==> src/rtl/core/status_frame_parser_defines.svh <==
// ----------------------------------------------------------------------------
// status_frame_parser_defines
// Assertion macros shared by the status frame parser RTL.
// ----------------------------------------------------------------------------
`ifndef STATUS_FRAME_PARSER_DEFINES_SVH
`define STATUS_FRAME_PARSER_DEFINES_SVH

// Same-cycle implication, checked on every rising clock edge out of reset.
`define SFP_ASSERT_NOW(label, clk, rst_n, ante, cons) \
	label: assert property (@(posedge clk) disable iff (!rst_n) (ante) |-> (cons)) \
		else $error("status_frame_parser: same-cycle check failed");

// Next-cycle implication, checked on every rising clock edge out of reset.
`define SFP_ASSERT_NEXT(label, clk, rst_n, ante, cons) \
	label: assert property (@(posedge clk) disable iff (!rst_n) (ante) |=> (cons)) \
		else $error("status_frame_parser: next-cycle check failed");

`endif

==> src/rtl/core/sfp_pkg.sv <==
// ----------------------------------------------------------------------------
// sfp_pkg
// Types, constants and helpers shared by the status frame parser modules.
// ----------------------------------------------------------------------------
package sfp_pkg;

	// Only the first TEXT_LIMIT bytes of a buffer are scanned as text.
	localparam int TEXT_LIMIT = 255;
	localparam int CNT_W      = $clog2(TEXT_LIMIT + 1);

	localparam logic [7:0] SYNC_HEAD = 8'hAA;
	localparam logic [7:0] SYNC_TAIL = 8'h55;
	localparam logic [6:0] FAN_MAX   = 7'd100;
	localparam int         FRAME_POS = 5;   // bytes before a closing sync byte
	localparam int         TEXT_MIN  = 10;  // a text record needs more bytes than this

	localparam logic [7:0] CH_NUL   = 8'h00;
	localparam logic [7:0] CH_TAB   = 8'h09;
	localparam logic [7:0] CH_CR    = 8'h0D;
	localparam logic [7:0] CH_SPACE = 8'h20;
	localparam logic [7:0] CH_PLUS  = 8'h2B;
	localparam logic [7:0] CH_COMMA = 8'h2C;
	localparam logic [7:0] CH_MINUS = 8'h2D;
	localparam logic [7:0] CH_ZERO  = 8'h30;
	localparam logic [7:0] CH_NINE  = 8'h39;
	localparam logic [7:0] CH_COLON = 8'h3A;
	localparam logic [7:0] CH_F     = 8'h46;
	localparam logic [7:0] CH_S     = 8'h53;
	localparam logic [7:0] CH_T     = 8'h54;

	// Output beat layout (tdata), lowest bit first.
	localparam int OUT_W = 40;

	// Position in the text pattern "F:<n>,S:<n>,T:<n>".
	typedef enum logic [3:0] {
		PH_F      = 4'd0,
		PH_COLON1 = 4'd1,
		PH_WS1    = 4'd2,
		PH_NUM1   = 4'd3,
		PH_COMMA1 = 4'd4,
		PH_S      = 4'd5,
		PH_COLON2 = 4'd6,
		PH_WS2    = 4'd7,
		PH_NUM2   = 4'd8,
		PH_COMMA2 = 4'd9,
		PH_T      = 4'd10,
		PH_COLON3 = 4'd11,
		PH_WS3    = 4'd12,
		PH_NUM3   = 4'd13,
		PH_DONE   = 4'd14,
		PH_FAIL   = 4'd15
	} phase_t;

	// One buffer byte as it leaves the input register.
	typedef struct packed {
		logic       en;
		logic       last;
		logic [7:0] data;
	} step_t;

	// Where the current byte sits in its buffer.
	typedef struct packed {
		logic feed;    // byte still inside the text window
		logic past5;   // five bytes precede it
		logic past10;  // buffer length is above the text minimum
	} pos_t;

	typedef struct packed {
		logic        seen;
		logic [7:0]  flags;
		logic [7:0]  fan;
		logic [15:0] temp;
	} frame_info_t;

	typedef struct packed {
		logic        done;
		logic        flame;
		logic [6:0]  fan;
		logic [15:0] temp;
	} text_info_t;

	function automatic phase_t next_phase(input phase_t p);
		return phase_t'(p + 4'd1);
	endfunction

	function automatic logic [7:0] lit_char(input phase_t p);
		logic [7:0] ch;
		case (p)
			PH_F:      ch = CH_F;
			PH_S:      ch = CH_S;
			PH_T:      ch = CH_T;
			PH_COLON1,
			PH_COLON2,
			PH_COLON3: ch = CH_COLON;
			PH_COMMA1,
			PH_COMMA2: ch = CH_COMMA;
			default:   ch = CH_NUL;
		endcase
		return ch;
	endfunction

	function automatic logic [6:0] clamp_fan8(input logic [7:0] v);
		return (v > {1'b0, FAN_MAX}) ? FAN_MAX : v[6:0];
	endfunction

endpackage

==> src/rtl/core/sfp_frame_det.sv <==
// ----------------------------------------------------------------------------
// sfp_frame_det
// Sliding five-byte window that spots the first binary status frame.
// ----------------------------------------------------------------------------
module sfp_frame_det
	import sfp_pkg::*;
(
	input  logic        clk,
	input  logic        arst_n,
	input  step_t       step,
	input  pos_t        pos,
	output frame_info_t frame
);

	logic [7:0]  win_q [FRAME_POS];
	logic        seen_q;
	logic [7:0]  flags_q;
	logic [7:0]  fan_q;
	logic [15:0] temp_q;
	logic        hit;

	// The window is only looked at once five bytes of this buffer are in it.
	assign hit = !seen_q && pos.past5 && (win_q[0] == SYNC_HEAD) && (step.data == SYNC_TAIL);

	always_comb begin
		frame.seen  = seen_q || hit;
		frame.flags = hit ? win_q[1] : flags_q;
		frame.fan   = hit ? win_q[2] : fan_q;
		frame.temp  = hit ? {win_q[3], win_q[4]} : temp_q;
	end

	always_ff @(posedge clk) begin
		if (step.en) begin
			for (int i = 0; i < FRAME_POS - 1; i++) begin
				win_q[i] <= win_q[i + 1];
			end
			win_q[FRAME_POS - 1] <= step.data;
			if (hit) begin
				flags_q <= win_q[1];
				fan_q   <= win_q[2];
				temp_q  <= {win_q[3], win_q[4]};
			end
		end
	end

	always_ff @(posedge clk or negedge arst_n) begin
		if (!arst_n) begin
			seen_q <= 1'b0;
		end else if (step.en) begin
			seen_q <= step.last ? 1'b0 : frame.seen;
		end
	end

endmodule

==> src/rtl/core/sfp_text_scan.sv <==
// ----------------------------------------------------------------------------
// sfp_text_scan
// Byte-serial scanner for the text record "F:<n>,S:<n>,T:<n>".
// ----------------------------------------------------------------------------
module sfp_text_scan
	import sfp_pkg::*;
(
	input  logic       clk,
	input  logic       arst_n,
	input  step_t      step,
	input  pos_t       pos,
	output text_info_t text
);

	phase_t      ph_q;
	logic        neg_q;
	logic        dig_q;
	logic [31:0] acc_q;
	logic        flame_q;
	logic [6:0]  fan_q;
	logic [15:0] temp_q;

	phase_t      p;
	phase_t      cm_ph;
	logic        n;
	logic        d;
	logic [31:0] a;
	logic        cm;
	logic        cn;
	logic [31:0] ca;
	logic [31:0] cv;
	logic        fin;
	logic        end_req;
	logic        is_digit;
	logic        is_ws;
	logic [3:0]  dv;

	assign is_digit = (step.data >= CH_ZERO) && (step.data <= CH_NINE);
	assign is_ws    = (step.data == CH_SPACE) || (step.data inside {[CH_TAB:CH_CR]});
	assign dv       = step.data[3:0];

	always_comb begin
		p       = ph_q;
		n       = neg_q;
		d       = dig_q;
		a       = acc_q;
		cm      = 1'b0;
		cm_ph   = ph_q;
		cn      = neg_q;
		ca      = acc_q;
		fin     = 1'b0;
		end_req = 1'b0;

		if (!pos.feed) begin
			end_req = 1'b1;
		end else if ((p == PH_DONE) || (p == PH_FAIL)) begin
			fin = 1'b1;
		end else if (step.data == CH_NUL) begin
			end_req = 1'b1;
		end else begin
			if ((p == PH_NUM1) || (p == PH_NUM2) || (p == PH_NUM3)) begin
				if (is_digit) begin
					a   = {a[28:0], 3'b000} + {a[30:0], 1'b0} + {28'd0, dv};
					d   = 1'b1;
					fin = 1'b1;
				end else if (!d) begin
					p   = PH_FAIL;
					fin = 1'b1;
				end else begin
					// A non-digit closes the number and is then matched as usual.
					cm    = 1'b1;
					cm_ph = p;
					cn    = n;
					ca    = a;
					n     = 1'b0;
					d     = 1'b0;
					a     = 32'd0;
					p     = next_phase(p);
					fin   = (p == PH_DONE);
				end
			end
			if (!fin) begin
				if ((p == PH_WS1) || (p == PH_WS2) || (p == PH_WS3)) begin
					if (!is_ws) begin
						n = 1'b0;
						d = 1'b0;
						a = 32'd0;
						if ((step.data == CH_PLUS) || (step.data == CH_MINUS)) begin
							n = (step.data == CH_MINUS);
							p = next_phase(p);
						end else if (is_digit) begin
							a = {28'd0, dv};
							d = 1'b1;
							p = next_phase(p);
						end else begin
							p = PH_FAIL;
						end
					end
				end else if (step.data == lit_char(p)) begin
					p = next_phase(p);
				end else begin
					p = PH_FAIL;
				end
			end
		end

		// End of text: a pending third number with digits still counts.
		if (end_req || step.last) begin
			if ((p == PH_NUM3) && d) begin
				cm    = 1'b1;
				cm_ph = p;
				cn    = n;
				ca    = a;
				p     = PH_DONE;
			end else if (p != PH_DONE) begin
				p = PH_FAIL;
			end
		end

		cv = cn ? (32'd0 - ca) : ca;

		text.done  = (p == PH_DONE);
		text.flame = (cm && (cm_ph == PH_NUM1)) ? (ca != 32'd0) : flame_q;
		if (cm && (cm_ph == PH_NUM2)) begin
			if (cv[31]) begin
				text.fan = 7'd0;
			end else if (cv > {25'd0, FAN_MAX}) begin
				text.fan = FAN_MAX;
			end else begin
				text.fan = cv[6:0];
			end
		end else begin
			text.fan = fan_q;
		end
		text.temp = (cm && (cm_ph == PH_NUM3)) ? cv[15:0] : temp_q;
	end

	always_ff @(posedge clk) begin
		if (step.en) begin
			neg_q   <= n;
			dig_q   <= d;
			acc_q   <= a;
			flame_q <= text.flame;
			fan_q   <= text.fan;
			temp_q  <= text.temp;
		end
	end

	always_ff @(posedge clk or negedge arst_n) begin
		if (!arst_n) begin
			ph_q <= PH_F;
		end else if (step.en) begin
			ph_q <= step.last ? PH_F : p;
		end
	end

endmodule

==> src/rtl/core/sfp_record.sv <==
// ----------------------------------------------------------------------------
// sfp_record
// Picks the record of a finished buffer, keeps it and drives the result beat.
// ----------------------------------------------------------------------------
module sfp_record
	import sfp_pkg::*;
(
	input  logic              clk,
	input  logic              arst_n,
	input  step_t             step,
	input  pos_t              pos,
	input  frame_info_t       frame,
	input  text_info_t        text,
	input  logic              adv,
	output logic              out_vld,
	output logic [OUT_W-1:0]  out_data,
	output logic              out_user
);

	logic        rec_vld_q;
	logic        rec_flame_q;
	logic [6:0]  rec_fan_q;
	logic [15:0] rec_temp_q;
	logic [6:0]  rec_fault_q;

	logic        found;
	logic        from_text;
	logic        rec_vld_d;
	logic        rec_flame_d;
	logic [6:0]  rec_fan_d;
	logic [15:0] rec_temp_d;
	logic [6:0]  rec_fault_d;

	logic              vld_q;
	logic [OUT_W-1:0]  data_q;
	logic              user_q;

	always_comb begin
		found       = 1'b0;
		from_text   = 1'b0;
		rec_vld_d   = rec_vld_q;
		rec_flame_d = rec_flame_q;
		rec_fan_d   = rec_fan_q;
		rec_temp_d  = rec_temp_q;
		rec_fault_d = rec_fault_q;
		// A binary frame beats any text in the same buffer.
		if (frame.seen) begin
			found       = 1'b1;
			rec_vld_d   = 1'b1;
			rec_flame_d = frame.flags[0];
			rec_fan_d   = clamp_fan8(frame.fan);
			rec_temp_d  = frame.temp;
			rec_fault_d = frame.flags[7:1];
		end else if (pos.past10 && text.done) begin
			found       = 1'b1;
			from_text   = 1'b1;
			rec_vld_d   = 1'b1;
			rec_flame_d = text.flame;
			rec_fan_d   = text.fan;
			rec_temp_d  = text.temp;
			rec_fault_d = 7'd0;
		end
	end

	always_ff @(posedge clk or negedge arst_n) begin
		if (!arst_n) begin
			rec_vld_q   <= 1'b0;
			rec_flame_q <= 1'b0;
			rec_fan_q   <= 7'd0;
			rec_temp_q  <= 16'd0;
			rec_fault_q <= 7'd0;
		end else if (step.en && step.last) begin
			rec_vld_q   <= rec_vld_d;
			rec_flame_q <= rec_flame_d;
			rec_fan_q   <= rec_fan_d;
			rec_temp_q  <= rec_temp_d;
			rec_fault_q <= rec_fault_d;
		end
	end

	always_ff @(posedge clk or negedge arst_n) begin
		if (!arst_n) begin
			vld_q <= 1'b0;
		end else if (adv) begin
			vld_q <= step.en && step.last;
		end
	end

	always_ff @(posedge clk) begin
		if (step.en && step.last) begin
			data_q <= {7'd0, rec_fault_d, rec_temp_d, rec_fan_d, rec_flame_d,
				rec_vld_d, found};
			user_q <= from_text;
		end
	end

	assign out_vld  = vld_q;
	assign out_data = data_q;
	assign out_user = user_q;

endmodule

==> src/rtl/core/status_frame_parser.sv <==
// ----------------------------------------------------------------------------
// status_frame_parser
// Byte-serial parser of binary and text status records from a buffer.
// ----------------------------------------------------------------------------
//
// Channel  Dir  Signals                        Beat
// -------  ---  -----------------------------  -------------------------------
// s        in   s_tvalid s_tready s_tdata s_tlast  one buffer byte, tlast on final
// m        out  m_tvalid m_tready m_tdata m_tuser  one result per finished buffer
//
// One byte is taken every cycle while the result side is not stalled.
// The result of a buffer passes, after its tlast beat is taken, through
// the input register and then through the record logic into the output
// register. Reset is asynchronous and active low and clears the buffer scan
// state and the stored record. A result that is not taken holds the output
// register and the input register and drops s_tready.
//
// A buffer is scanned in two ways at once. A five-byte window looks for the
// first binary frame 0xAA, flags, fan, temp high, temp low, 0x55. In
// parallel a phase machine scans the start of the buffer as the text
// "F:<n>,S:<n>,T:<n>" with scanf-style integers (leading white space, one
// optional sign, decimal digits wrapping modulo 2^32). On the final byte
// the binary frame wins; otherwise a good text record counts when the
// buffer is longer than ten bytes. A good record replaces the stored one,
// and every result beat reports the stored record.
// ----------------------------------------------------------------------------
`include "status_frame_parser_defines.svh"

module status_frame_parser
	import sfp_pkg::*;
(
	input  logic              clk,
	input  logic              arst_n,
	input  logic              s_tvalid,
	output logic              s_tready,
	input  logic [7:0]        s_tdata,   // [7:0] data_byte
	input  logic              s_tlast,
	output logic              m_tvalid,
	input  logic              m_tready,
	output logic [OUT_W-1:0]  m_tdata,   // [0] found, [1] record_valid, [2] flame_on,
	                                     // [9:3] fan_percent, [25:10] temperature,
	                                     // [32:26] fault_code, [39:33] zero
	output logic              m_tuser    // [0] from_text
);

	logic             vld_s1;
	logic [7:0]       data_s1;
	logic             last_s1;
	logic [CNT_W-1:0] byte_cnt_q;
	logic             adv;

	step_t       step;
	pos_t        pos;
	frame_info_t frame;
	text_info_t  text;

	// The whole pipe moves unless a finished result is waiting.
	assign adv      = !m_tvalid || m_tready;
	assign s_tready = adv;

	always_ff @(posedge clk or negedge arst_n) begin
		if (!arst_n) begin
			vld_s1 <= 1'b0;
		end else if (adv) begin
			vld_s1 <= s_tvalid;
		end
	end

	always_ff @(posedge clk) begin
		if (adv && s_tvalid) begin
			data_s1 <= s_tdata;
			last_s1 <= s_tlast;
		end
	end

	assign step.en   = vld_s1 && adv;
	assign step.last = last_s1;
	assign step.data = data_s1;

	// Byte position in the buffer; it saturates at the end of the text window.
	always_ff @(posedge clk or negedge arst_n) begin
		if (!arst_n) begin
			byte_cnt_q <= '0;
		end else if (step.en) begin
			if (step.last) begin
				byte_cnt_q <= '0;
			end else if (byte_cnt_q < CNT_W'(TEXT_LIMIT)) begin
				byte_cnt_q <= byte_cnt_q + 1'b1;
			end
		end
	end

	assign pos.feed   = byte_cnt_q < CNT_W'(TEXT_LIMIT);
	assign pos.past5  = byte_cnt_q >= CNT_W'(FRAME_POS);
	// Length after this byte is above the minimum exactly when at least ten precede it.
	assign pos.past10 = byte_cnt_q >= CNT_W'(TEXT_MIN);

	sfp_frame_det u_frame_det (
		.clk    (clk),
		.arst_n (arst_n),
		.step   (step),
		.pos    (pos),
		.frame  (frame)
	);

	sfp_text_scan u_text_scan (
		.clk    (clk),
		.arst_n (arst_n),
		.step   (step),
		.pos    (pos),
		.text   (text)
	);

	sfp_record u_record (
		.clk      (clk),
		.arst_n   (arst_n),
		.step     (step),
		.pos      (pos),
		.frame    (frame),
		.text     (text),
		.adv      (adv),
		.out_vld  (m_tvalid),
		.out_data (m_tdata),
		.out_user (m_tuser)
	);

	// A found record always leaves the stored record marked as filled.
	`SFP_ASSERT_NOW(a_found_valid, clk, arst_n, m_tvalid && m_tdata[0], m_tdata[1])
	// A text result is always a found result.
	`SFP_ASSERT_NOW(a_text_found, clk, arst_n, m_tvalid && m_tuser, m_tdata[0])
	// The stored fan speed never leaves its clamp.
	`SFP_ASSERT_NOW(a_fan_range, clk, arst_n, m_tvalid, m_tdata[9:3] <= FAN_MAX)
	// An empty output register never holds back the input side.
	`SFP_ASSERT_NOW(a_ready_free, clk, arst_n, !m_tvalid, s_tready)

endmodule
==> config.mk <==
export PLATFORM = sky130hd
export DESIGN_NAME = status_frame_parser
export DESIGN_NICKNAME = d
export VERILOG_FILES = /design/src/rtl/core/sfp_pkg.sv /design/src/rtl/core/sfp_frame_det.sv /design/src/rtl/core/sfp_text_scan.sv /design/src/rtl/core/sfp_record.sv /design/src/rtl/core/status_frame_parser.sv
export VERILOG_INCLUDE_DIRS = /design/src /design/src/rtl/core
export SDC_FILE = /design/constraint.sdc
export NUM_CORES = 1
export LEC_CHECK = 0
export BUFFER_PORTS_ARGS = -buffer_cell sky130_fd_sc_hd__buf_2
export CAP_MARGIN = 0
export CORE_ASPECT_RATIO = 0.5
export CORE_UTILIZATION = 45
export DETAILED_ROUTE_END_ITERATION = 6
export PLACE_DENSITY = 0.64
export SLEW_MARGIN = 20
export SYNTH_ARGS = -nofsm -noshare
export SYNTH_HDL_FRONTEND = slang
export SYNTH_SLANG_ARGS = --single-unit
==> constraint.sdc <==
create_clock -name clk -period 7.97 [get_ports clk]
set_input_delay 1.594 -clock clk [delete_from_list [all_inputs] [get_ports clk]]
set_output_delay 1.594 -clock clk [all_outputs]
set_load 0.02 [all_outputs]
* Word-level counts from Yosys, hierarchy flattened
Memories as Yosys holds them, arrays and structs flattened.
Index checks and enable logic that the tools add are counted.
** Storage, ports and cells
- Flip-flop bits (word level) :: 180
- Memory bits (writable) :: 40
- ROM bits :: 112
- Output and inout port bits :: 43
- Memories kept :: 2
** Memories
- (no name shown) :: depth 16, width 7, read ports 1, clocked after Yosys merged registers in 0, write ports 0, line sfp_pkg.sv:88 : case (p)
- u_frame_det.win_q :: depth 5, width 8, read ports 5, clocked after Yosys merged registers in 0, write ports 5, line sfp_frame_det.sv:15 : logic [7:0] win_q [FRAME_POS];
** Operators by class
- Add/sub/neg operators :: 6
- $lt $le $gt $ge :: 9
- Equal/unequal tests :: 21
- Muxes and demuxes :: 103
- Reduce and logical (&&, ||, !) cells :: 29
** Operators with widths (number)
- $mux W32 :: 13
- $mux W4 :: 22
- $mux W8 :: 9
- $mux W16 :: 4
- $mux W7 :: 8
- $mux W1 :: 47
- $eq A4 B4 Y1 const B :: 10
- $add A32 B32 Y32 :: 1
- $add A32 B4 Y32 :: 1
- $gt A32 B7 Y1 const B :: 1
- $reduce_bool A32 Y1 :: 1
- $sub A1 B32 Y32 const A :: 1
- $eq A8 B6 Y1 const B :: 3
- $ge A8 B4 Y1 const B :: 2
- $logic_and A1 B1 Y1 :: 13
- $eq A4 B2 Y1 const B :: 3
- $logic_or A1 B1 Y1 :: 10
- $add A4 B1 Y4 const B :: 2
- $add A8 B1 Y8 const B :: 1
- $eq A8 B7 Y1 const B :: 1
- $eq A8 B8 Y1 :: 1
- $eq A8 B8 Y1 const B :: 1
- $ge A8 B3 Y1 const B :: 1
- $ge A8 B6 Y1 const B :: 1
- 10 further kinds :: 11

* Depth between registers and ports, before layout
Gate-level depths: netlist of the first run.
- Depth after elaboration :: 34
- Depth in mapped cells :: 39

* By module
From an unflattened synthesis of the first run, not the netlist that was laid out.
** Unflattened totals
- Cell total of the unflattened synthesis :: 1557
- Area total of the unflattened synthesis :: 15562.4 um^2
** Modules (own cells, without submodules)
- sfp_text_scan :: times used 1, cells an instance 1084, area an instance 8790.9 um^2, sequential area each 1841.8 um^2
- sfp_record :: times used 1, cells an instance 278, area an instance 3218.1 um^2, sequential area each 1846.8 um^2
- sfp_frame_det :: times used 1, cells an instance 118, area an instance 2681.3 um^2, sequential area each 2187.1 um^2
- status_frame_parser :: times used 1, cells an instance 77, area an instance 872.1 um^2, sequential area each 495.5 um^2

* Worst setup path after synthesis of the first run
OpenSTA, ideal clock, no wires.
- Path type :: register to register
- Start :: register u_text_scan.ph_q[0]
- End :: register u_record.data_q[5] (netlist: u_record.out_data[5]), data pin
- Library setup time :: 0.261 ns
- Data arrival time :: 7.580 ns
- Required time :: 7.709 ns
- Setup slack :: 0.129 ns
- Cell stages (with the launch flop) :: 37
- Period minus slack after synthesis :: 7.841 ns
- Path through :: dfrtp_1 > clkbuf_1 > inv_1 > ha_1 > mux2_4 > a21oi_4 > nor2_1 > a211o_1 > ha_1 > nand4b_1 > nor4_1 > a211o_1 > xnor2_1 > o2111ai_1 > nor2_1 > a31oi_1 > or3_1 > nor2_2 > buf_4 > buf_6 > buf_2 > nand2_1 > o21ai_0 > ha_1 > nand2_1 > nor2_1 > nand2_1 > nor3_1 > and4_1 > nor3_1 > or3_1 > a2111oi_0 > nand4_1 > nor4_4 > buf_6 > a211oi_1 > o32a_1
** On the way
- Longest elaborated chain between the ends :: 32
- Elaborated cells on any way between the ends :: 98
- Those cells by class :: add/sub: 3; order compare: 1; eq/ne: 14; mux: 70; reduce/logical: 9; memory: 1
** Ends and longest elaborated chain
- start: declaration :: line sfp_text_scan.sv:15 : phase_t ph_q;
- start signal: assignment :: line sfp_text_scan.sv:153 : ph_q <= step.last ? PH_F : p;
- $add A4 B1 Y4 (tied with other cells) :: line sfp_pkg.sv:83 : return phase_t'(p + 4'd1);
- $mux W4 / $logic_or A1 B1 Y1 (equally long branches) :: line sfp_text_scan.sv:66, sfp_text_scan.sv:61
- $mux W4 / $logic_or A1 B1 Y1 (equally long branches) :: line sfp_text_scan.sv:62, sfp_text_scan.sv:61
- $mux W4 :: line sfp_text_scan.sv:61 : if ((p == PH_NUM1) || (p == PH_NUM2) || (p == PH_NUM3)) begin
- $mux W4 :: line sfp_text_scan.sv:58 : end else if (step.data == CH_NUL) begin
- $mux W4 :: line sfp_text_scan.sv:56 : end else if ((p == PH_DONE) || (p == PH_FAIL)) begin
- $mux W4 :: line sfp_text_scan.sv:54 : if (!pos.feed) begin
- $mem_v2 Z16 W7
- [17 not listed]
- $mux W32 :: line sfp_text_scan.sv:120 : cv = cn ? (32'd0 - ca) : ca;
- $gt A32 B7 Y1 :: line sfp_text_scan.sv:127 : end else if (cv > {25'd0, FAN_MAX}) begin
- $mux W7 :: line sfp_text_scan.sv:127
- $mux W7 :: line sfp_text_scan.sv:125 : if (cv[31]) begin
- $mux W7 :: line sfp_text_scan.sv:124 : if (cm && (cm_ph == PH_NUM2)) begin
- $mux W7 (*) :: line sfp_record.sv:54 : end else if (pos.past10 && text.done) begin
- $mux W7 (*) :: line sfp_record.sv:47 : if (frame.seen) begin
- named net u_record.rec_fan_d[2] :: line sfp_record.sv:30 : logic [6:0] rec_fan_d;
- end signal: assignment :: line sfp_record.sv:91 : data_q <= {7'd0, rec_fault_d, rec_temp_d, rec_fan_d, rec_flame_d,
- end: declaration :: line sfp_record.sv:35 : logic [OUT_W-1:0] data_q;
The timed path passes the listed nets; every way through them passes the cells marked *. The select of a mux whose other input is x is not followed.
A chain may end at the register's enable or synchronous reset.

* Worst setup path in the final report of the first run
- Start :: register u_text_scan.ph_q[0]
- End :: register u_record.data_q[9] (netlist: u_record.out_data[9]), data pin
Same word-level chain as after synthesis.

==> results of run 1 <==
## power by group
part | total, mW | internal [mW] | switching [mW]
sequential | 1.85 | 1.54 | 0.309
clock | 1.03 | 0.561 | 0.465
combinational | 4.04 | 1.40 | 2.63
total | 6.92 | 3.51 | 3.41
## metrics by stage
| step | instances | instance area [µm²] |
|---|---|---|
| final | 2090 | 16800 |
| after global routing | 2090 | 16800 |
| after detailed placement | 2048 | 16000 |
| after global placement | 2048 | 16000 |
| after floorplan | 1600 | 15300 |
| after CTS | 2088 | 16700 |
## worst min-delay path by stage
stage | start | to | slack (ns) | cells past startpoint
floorplan | u_frame_det.win_q[0][8] | u_frame_det.win_q[0][0] | 0.42 | 0
global placement | u_frame_det.win_q[0][16] | u_frame_det.win_q[0][8] | 0.43 | 0
detailed placement | u_frame_det.win_q[0][37] | u_frame_det.win_q[0][29] | 0.44 | 0
CTS | u_frame_det.win_q[0][37] | u_frame_det.win_q[0][29] | 0.45 | 0
global route | u_frame_det.win_q[0][37] | u_frame_det.win_q[0][29] | 0.46 | 0
finish | u_frame_det.win_q[0][22] | u_frame_det.win_q[0][14] | 0.45 | 0
## critical path, delay by kind of cell, from the launching register on
kind | cells | cell delay [ns]
and+or+nand+nor | 17 | 3.22
AOI/OAI and AO/OA | 8 | 1.63
adders and majority gates | 3 | 0.92
buffers and inverters | 3 | 0.61
DFF | 1 | 0.49
muxes | 1 | 0.30
xor gates and xnor gates | 1 | 0.12
## layout make-up
class,count,area share [%]
clock buffers,26,3.50
inverters,71,1.63
repair buffers,95,3.54
flip-flops and latches,220,38.0
well taps,441,3.29
clock inverters,14,0.665
multi-input cells,1223,49.3
## state kept, by name, summed over array words and instances, names as in the netlist
signal / count
u_text_scan.neg_q: 1
u_text_scan.acc_q: 32
u_frame_det.temp_q: 16
u_text_scan.fan_q: 7
vld_s1: 1
u_record.rec_flame_q: 1
u_record.out_data: 33
u_record.rec_vld_q: 1
u_record.out_user: 1
u_record.out_vld: 1
u_frame_det.flags_q: 8
u_frame_det.fan_q: 8
u_record.rec_temp_q: 16
data_s1: 8
u_text_scan.dig_q: 1
u_frame_det.seen_q: 1
u_text_scan.flame_q: 1
u_record.rec_fan_q: 7
u_frame_det.win_q: 40
u_text_scan.temp_q: 16
u_text_scan.ph_q: 4
last_s1: 1
byte_cnt_q: 8
u_record.rec_fault_q: 7
## metal layers
metal	track usage [%]	share of wire [%]	up-vias
met5	0	0	-
met2	44.7	44	661
met4	6.99	2.2	0
li1	-	-	6159
met1	42.1	45	6676
met3	5.68	9.1	79
## Yosys cell counts, types with 35 or more instances
cell / instances
nand3_1: 44
nor3_1: 44
edfxtp_1: 173
mux2i_1: 35
o21ai_0: 82
a21oi_1: 137
ha_1: 72
dfrtp_1: 47
nor2_1: 135
clkbuf_1: 54
nand2_1: 131
inv_1: 65
## cells by family after synthesis
| group | after synthesis | share of synthesized area (%) |
|---|---|---|
| XOR/XNOR | 57 | 3.27 |
| flip-flops | 220 | 41.8 |
| other | 1 | 0.0246 |
| multiplexers | 67 | 4.68 |
| AO/OA/AOI/OAI | 502 | 22.7 |
| buffers and inverters | 157 | 4.43 |
| AND/OR/NAND/NOR | 516 | 16.9 |
| adder cells (fa/ha/maj) | 74 | 6.17 |
## timing repair
| action | in CTS | in global routing |
|---|---|---|
| endpoints found under the setup margin | 0 | 21 |
| resized for setup | 0 | 7 |
| setup buffers | 0 | 2 |
| hold buffers | 0 | 0 |
==> impl_metrics.toml, run 1 <==
[global_route]
grt_first_pass_wirelength_um = 77700
grt_pass1_vias = 12700
antenna_found_initial = 1
grt_max_degree = 76
overflow = 0
gr-usage-all-layers_pct = 29.1

[sta]
drv_slew = 0
worst_slack_ns = 0.431
tns_ns = 0
layout_worst_path_cycle_share_pct = 94.6
slew_headroom_pct = 31.6
hold_ws_ns = 0.449
max_freq_mhz = 133
tightest_slew_ns = 1.02
setup_viol = 0
clock_skew_ns = 0.0203
period_needed_ns = 7.54
rsz0062_at_grt = "false"
hold_viol_final = 0

[worst_setup_path]
cpPeakStageDelay_ns = 0.49
regToRegEndpoint = "u_record.out_data[9]"
endpoint_kind = "flip-flop"
critPathLaunch = "u_text_scan.ph_q[0]"
slowest_stage = "dfrtp_2"
worstSetupStartpointType = "flip-flop"
worstRegToRegCells = 33
cpMostUsedCell = "nand2_1"
r2r_start = "u_text_scan.ph_q[0]"
arrival_ns = 7.82
path_class = "flip-flop to flip-flop"
cp-endpoint = "u_record.out_data[9]"
reg2reg_slack_ns = 0.43
required_ns = 8.25
critPathMaxFanout = 12

[yosys]
ys_seq_area_share_pct = 41.8
postSynthCellCount = 1594
syn_area_um2 = 15300
synth_cell_types = 105
async_flop_share_pct = 21.4
synth_area_leaders = "edfxtp_1, dfrtp_1, ha_1"
ys.flop_type = "edfxtp_1"
synth-edff-count = 173
netlist.area_leader.share_pct = 34.0
ys_ff_latch = 220
synth.largest_area_cell = "edfxtp_1"
synth.avg_cell_area_um2 = 9.57
yosys_warnings = 0

[clocking]
cts_buffers = 22
root_buffer = "clkbuf_16"
cts.htree.levels = 1
clk_path_buf_depth = 3
clock-sinks = 220
clk_latency_ns = 0.54
clk_pin_slew_worst_paths_ns = 0.07
tritoncts = "yes"

[layout]
final_util_pct = 50.4
seq_area_um2 = 6370
final_common_cell = "edfxtp_1"
num_antenna_cells = 0
nFillCells = 3102
synthToLayoutAreaGrowth_pct = 9.81
most-common-layout-cells = "edfxtp_1, a21oi_1, nor2_1, nand2_1, o21ai_0"
final_layout_size_suffix_gt1_share_pct = 13.3
multi_input_area_um2 = 8270
fin_nets = 1720

[floorplanning]
die_h_um = 132
core_um2 = 33200
ioPinCount = 56
die_x_um = 262
row_count = 47
die-area_um2 = 34700
initial_core_util_pct = 45.9

[routing]
drt_iter0_drc = 1424
routedWlPerCell_um = 24.8
drc_errors = 0
drtAntennaViolNets = 0
drt_pass1_iterations = 6
drt_wl_total_um = 51800
vias = 13600
routed_via_density = 6.50

[power_and_ir_drop]
p_total_mw = 6.92
p_leak_nw = 6.55
p_per_area_nw_per_um2 = 413
peakVddDrop_uv = 177

[placed_design]
routabilityCongestion = 0.972
io_buffers = 48
dp_hpwl_um = 38400
dp_slack_ns = 0.0778

[status]
status = "completed"

[hold_path]
worstHoldPathType = "flip-flop to flip-flop"

[job]
maxCapViolCount = 0
Note: power is estimated with default switching activity, not from simulation.
==> run 2: changes to the inputs <==
--- a/config.mk
+++ b/config.mk
@@ -6,6 +6,7 @@
 export SDC_FILE = /design/constraint.sdc
 export NUM_CORES = 1
 export LEC_CHECK = 0
+export ABC_AREA = 1
 export BUFFER_PORTS_ARGS = -buffer_cell sky130_fd_sc_hd__buf_2
 export CAP_MARGIN = 0
 export CORE_ASPECT_RATIO = 0.5
==> impl_metrics.toml, run 2 <==
[status]
status = "completed"

[routing]
dr_wl_met2_um = 18600
met3_length_um = 2500
vias = 13200
routedWlPerCell_um = 17.2
drt_iter0_drc = 1339
drtAntennaViolNets = 0
drt_wl_total_um = 42100
wl_met1_um = 20500
drt_pass1_iterations = 6
routed_via_density = 5.40
top_layer_used = "met4"
drc_errors = 0

[layout]
final_layout_size_suffix_gt1_share_pct = 7.95
final_common_cell = "nand2_1"
most-common-layout-cells = "nand2_1, inv_1, edfxtp_1, nand3_1, o21ai_0"
fin_area_um2 = 16300
top_register = "u_frame_det.win_q"
synthToLayoutAreaGrowth_pct = 9.06
fin_nets = 2082
num_antenna_cells = 0
largest_reg_flops = 40

[floorplanning]
die-area_um2 = 33900
die_x_um = 259
row_count = 46
die_h_um = 131
core_um2 = 32100
initial_core_util_pct = 46.5
ioPinCount = 56

[sta]
layout_worst_path_cycle_share_pct = 86.7
period_needed_ns = 6.91
slew_headroom_pct = 32.8
tns_ns = 0
max_freq_mhz = 145
tightest_slew_ns = 1.01
hold_viol_final = 0
drv_slew = 0
clock_skew_ns = 0.0191
setup_viol = 0
rsz0062_at_grt = "false"

[yosys]
ys_ff_latch = 220
ys_seq_area_share_pct = 42.7
synth_cell_types = 53
synthMuxAreaShare_pct = 0
yosys-top-cells-count = "nand2_1, inv_1, edfxtp_1, nand3_1, o21ai_0"
netlist.area_leader.share_pct = 34.8
syn_area_um2 = 14900
synth.largest_area_cell = "edfxtp_1"
async_flop_share_pct = 21.4
yosys_warnings = 0
ys.flop_type = "edfxtp_1"
synth_fa_ha_area_share_pct = 6.31
synth-compound-area-share_pct = 11.9
synth-edff-count = 173
postSynthCellCount = 1965
yosys.area_share.xor_xnor_pct = 0.881
synth-simple-area-share_pct = 30.2
yosysMostFrequentCell = "nand2_1"
synth_top_family_by_area = "simple AND/OR/NAND/NOR gates"
synth_area_leaders = "edfxtp_1, nand2_1, dfrtp_1"
synth.avg_cell_area_um2 = 7.59

[clocking]
cts_hold_buf = 0
post-cts-setup-buffer-count = 0
cts_buffers = 23
clk_path_buf_depth = 3
clk_pin_slew_worst_paths_ns = 0.07
tritoncts = "yes"
clk_latency_ns = 0.56
cts.repair.resized = 0
root_buffer = "clkbuf_16"
clock-sinks = 220
cts.htree.levels = 1

[power_and_ir_drop]
pwr-share-clk_pct = 15.5
seqPwrFrac_pct = 26.3
comb_power_share_pct = 58.1
p_int_mw = 3.57
p_leak_nw = 7.56
p_sw_mw = 3.60
peakVddDrop_uv = 194
p_sw_share_pct = 50.2
p_per_area_nw_per_um2 = 441

[placed_design]
dpl_cell_area_um2 = 15500
io_buffers = 48
routabilityCongestion = 0.962
dp_hpwl_um = 31000

[worst_setup_path]
critPathMaxFanout = 48
worstSetupStartpointType = "flip-flop"
path_class = "flip-flop to flip-flop"
cpMostUsedCell = "nand2_1"
endpoint_kind = "flip-flop"
required_ns = 8.27
arrival_ns = 7.20
slowest_stage = "inv_2"
cpPeakStageDelay_ns = 0.60

[job]
maxCapViolCount = 0

[global_route]
antenna_found_initial = 0
gr-usage-all-layers_pct = 25.0
grt_max_degree = 80
grt_pass1_vias = 11900
grt_first_pass_wirelength_um = 66800
overflow = 0

[hold_path]
worstHoldPathType = "flip-flop to flip-flop"
-- run 2: worst max-delay path: cells and delay by family, from the launching register on --
kind,cells,cell delay [ns]
AND/OR/NAND/NOR,33,4.04
buffers and inverters,6,1.60
flip-flops,1,0.53
adder cells (fa/ha/maj),2,0.45
-- run 2: worst paths after layout --
path                                           from                 endpoint  slack, ns  cells past startpoint
setup / recovery                u_text_scan.ph_q[1]     u_record.out_data[5]       1.06                     41
hold / removal             u_frame_det.win_q[0][17]  u_frame_det.win_q[0][9]       0.45                      0
setup reg to reg                u_text_scan.ph_q[1]     u_record.out_data[5]       1.06                     41
hold reg to reg            u_frame_det.win_q[0][17]  u_frame_det.win_q[0][9]       0.45                      0
max in group asynchronous                    arst_n            byte_cnt_q[0]       6.35                      2
min in group asynchronous                    arst_n      u_text_scan.ph_q[1]       1.17                      2
-- run 2: logic make-up after synthesis --
| group | after synthesis |
|---|---|
| buffers and inverters | 290 |
| xor gates and xnor gates | 15 |
| AOI/OAI and AO/OA | 299 |
| DFF | 220 |
| adders and majority gates | 74 |
| other | 1 |
| and+or+nand+nor | 1066 |
-- run 2: per-stage QoR --
step | cells | total power [mW] | utilization [%] | setup slack (ns) | hold slack (ns)
floorplan | 1971 | 4.91 | - | 3.14 | 0.423
global placement | 2402 | 5.98 | 48.3 | 1.37 | 0.430
detailed placement | 2402 | 6.00 | 48.3 | 1.25 | 0.432
CTS | 2444 | 7.14 | 50.7 | 1.22 | 0.448
global route | 2444 | 7.79 | 50.7 | 0.326 | 0.452
finish | 2444 | 7.17 | 50.7 | 1.06 | 0.448
-- run 2: final cells by class --
| cell class | instances | area, µm² |
|---|---|---|
| Multi-Input combinational cell | 1461 | 7390 |
| Clock buffer | 30 | 622 |
| Tap cell | 432 | 541 |
| Fill cell | 3178 | 15800 |
| Inverter | 225 | 850 |
| Sequential cell | 220 | 6370 |
| Clock inverter | 12 | 135 |
| Timing Repair Buffer | 64 | 360 |
-- run 2: power groups by stage --
stage	registers, mW	clock network (mW)	logic [mW]
floorplan	1.82	0	3.09
global placement	1.90	0	4.09
detailed placement	1.90	0	4.10
CTS	1.88	1.13	4.12
global route	1.92	1.17	4.71
finish	1.89	1.11	4.17
-- run 2: layer usage --
layer  vias up  global-route usage, %
met4         0                   3.70
met5         -                      0
met2       392                   39.3
met3        44                   3.72
met1      6159                   37.3
li1       6602                      -
==> run 3: changes to the inputs <==
--- a/config.mk
+++ b/config.mk
@@ -12,7 +12,7 @@
 export CORE_ASPECT_RATIO = 0.5
 export CORE_UTILIZATION = 45
 export DETAILED_ROUTE_END_ITERATION = 6
-export PLACE_DENSITY = 0.64
+export PLACE_DENSITY_LB_ADDON = 0.12
 export SLEW_MARGIN = 20
 export SYNTH_ARGS = -nofsm -noshare
 export SYNTH_HDL_FRONTEND = slang
==> impl_metrics.toml, run 3 (synthesized netlist as in run 2, its figures left out) <==
[status]
status = "completed"

[sta]
hold_viol_final = 0
slew_headroom_pct = 31.0
tns_ns = 0
period_needed_ns = 6.97
drv_slew = 0
tightest_slew_ns = 1.03
layout_worst_path_cycle_share_pct = 87.5
rsz0062_at_grt = "false"
clock_skew_ns = 0.0142
setup_viol = 0
max_freq_mhz = 143

[routing]
drt_pass1_iterations = 5
routedWlPerCell_um = 17.9
drc_errors = 0
drt_wl_total_um = 43700
drtAntennaViolNets = 0
vias = 13200
drt_iter0_drc = 1395
routed_via_density = 5.41

[global_route]
gr-usage-all-layers_pct = 25.8
antenna_found_initial = 1
grt_pass1_vias = 12000
overflow = 0
grt_first_pass_wirelength_um = 67500
grt_max_degree = 79

[layout]
synthToLayoutAreaGrowth_pct = 9.50
final_common_cell = "nand2_1"
top_register = "u_frame_det.win_q"
final_layout_size_suffix_gt1_share_pct = 8.15
most-common-layout-cells = "nand2_1, inv_1, edfxtp_1, nand3_1, o21ai_0"
largest_reg_flops = 40
fin_nets = 2082

[clocking]
cts_hold_buf = 0
cts_buffers = 23
clock-sinks = 220
root_buffer = "clkbuf_16"
post-cts-setup-buffer-count = 0
cts.repair.resized = 0
cts.htree.levels = 1
tritoncts = "yes"
clk_path_buf_depth = 3
clk_latency_ns = 0.55
clk_pin_slew_worst_paths_ns = 0.07

[worst_setup_path]
arrival_ns = 7.26
path_class = "flip-flop to flip-flop"
endpoint_kind = "flip-flop"
worstSetupStartpointType = "flip-flop"
required_ns = 8.26
cpPeakStageDelay_ns = 0.53
critPathMaxFanout = 44
slowest_stage = "dfrtp_1"
reg2reg_slack_ns = 1.0
cpMostUsedCell = "nand2_1"

[floorplanning]
row_count = 46
core_um2 = 32100
ioPinCount = 56
die_h_um = 131
die-area_um2 = 33900
initial_core_util_pct = 46.5
die_x_um = 259

[power_and_ir_drop]
p_leak_nw = 7.59
p_per_area_nw_per_um2 = 445
peakVddDrop_uv = 205
p_total_mw = 7.26

[placed_design]
dp_hpwl_um = 32000
io_buffers = 48
routabilityCongestion = 0.928

[job]
maxCapViolCount = 0

[hold_path]
worstHoldPathType = "flip-flop to flip-flop"
==> run 3: path summary, 6_finish.rpt <==
check,from,endpoint,depth (start not counted)
min reg2reg,u_frame_det.win_q[0][14],u_frame_det.win_q[0][6],0
min,u_frame_det.win_q[0][14],u_frame_det.win_q[0][6],0
max,u_text_scan.ph_q[0],u_record.out_data[8],41
min in group asynchronous,arst_n,u_record.rec_temp_q[12],2
max reg2reg,u_text_scan.ph_q[0],u_record.out_data[8],41
max in group asynchronous,arst_n,u_text_scan.ph_q[3],2
==> run 3: cell type report <==
class                      instances  area (µm²)
antenna                            1        2.50
clock buffer                      26         587
clock inverter                    16         231
fill                            3172       15800
inverter                         225         852
multi-input combinational       1461        7390
sequential                       220        6370
tap                              432         541
timing repair buffer              64         360
==> run 3: worst max-delay path, delay by kind of cell (launching register included) <==
family                     cells  cell delay [ns]
adders and majority gates      3             0.70
DFF                            1             0.53
buffers and inverters          5             1.28
and+or+nand+nor               32             4.06
AOI/OAI and AO/OA              1             0.11
==> run 3: per-layer routing <==
layer  global-route usage [%]  share of wire, %  vias up
met5                        0                 0        -
met4                     5.43               1.7        0
met3                     4.40               7.3       55
met2                     38.7                43      446
met1                     38.7                48     6131
li1                         -                 -     6590
==> run 3: power by group <==
part           leakage, nW  total [mW]  switching, mW  internal (mW)
registers             2.24        1.88          0.244           1.63
clock network        0.397        1.18          0.485          0.700
logic                 4.96        4.20           2.88           1.32
total                 7.59        7.26           3.61           3.65
==> run 3: per-stage QoR <==
| step | setup slack, ns | utilization (%) | hold slack, ns | area (µm²) | instances |
|---|---|---|---|---|---|
| floorplan | 3.14 | - | 0.423 | 14900 | 1971 |
| detailed placement | 1.13 | 48.3 | 0.435 | 15500 | 2402 |
| finish | 0.995 | 50.9 | 0.443 | 16300 | 2445 |
| global route | 0.405 | 50.9 | 0.456 | 16300 | 2444 |
| CTS | 1.11 | 50.9 | 0.450 | 16300 | 2444 |
| global placement | 1.19 | 48.3 | 0.430 | 15500 | 2402 |
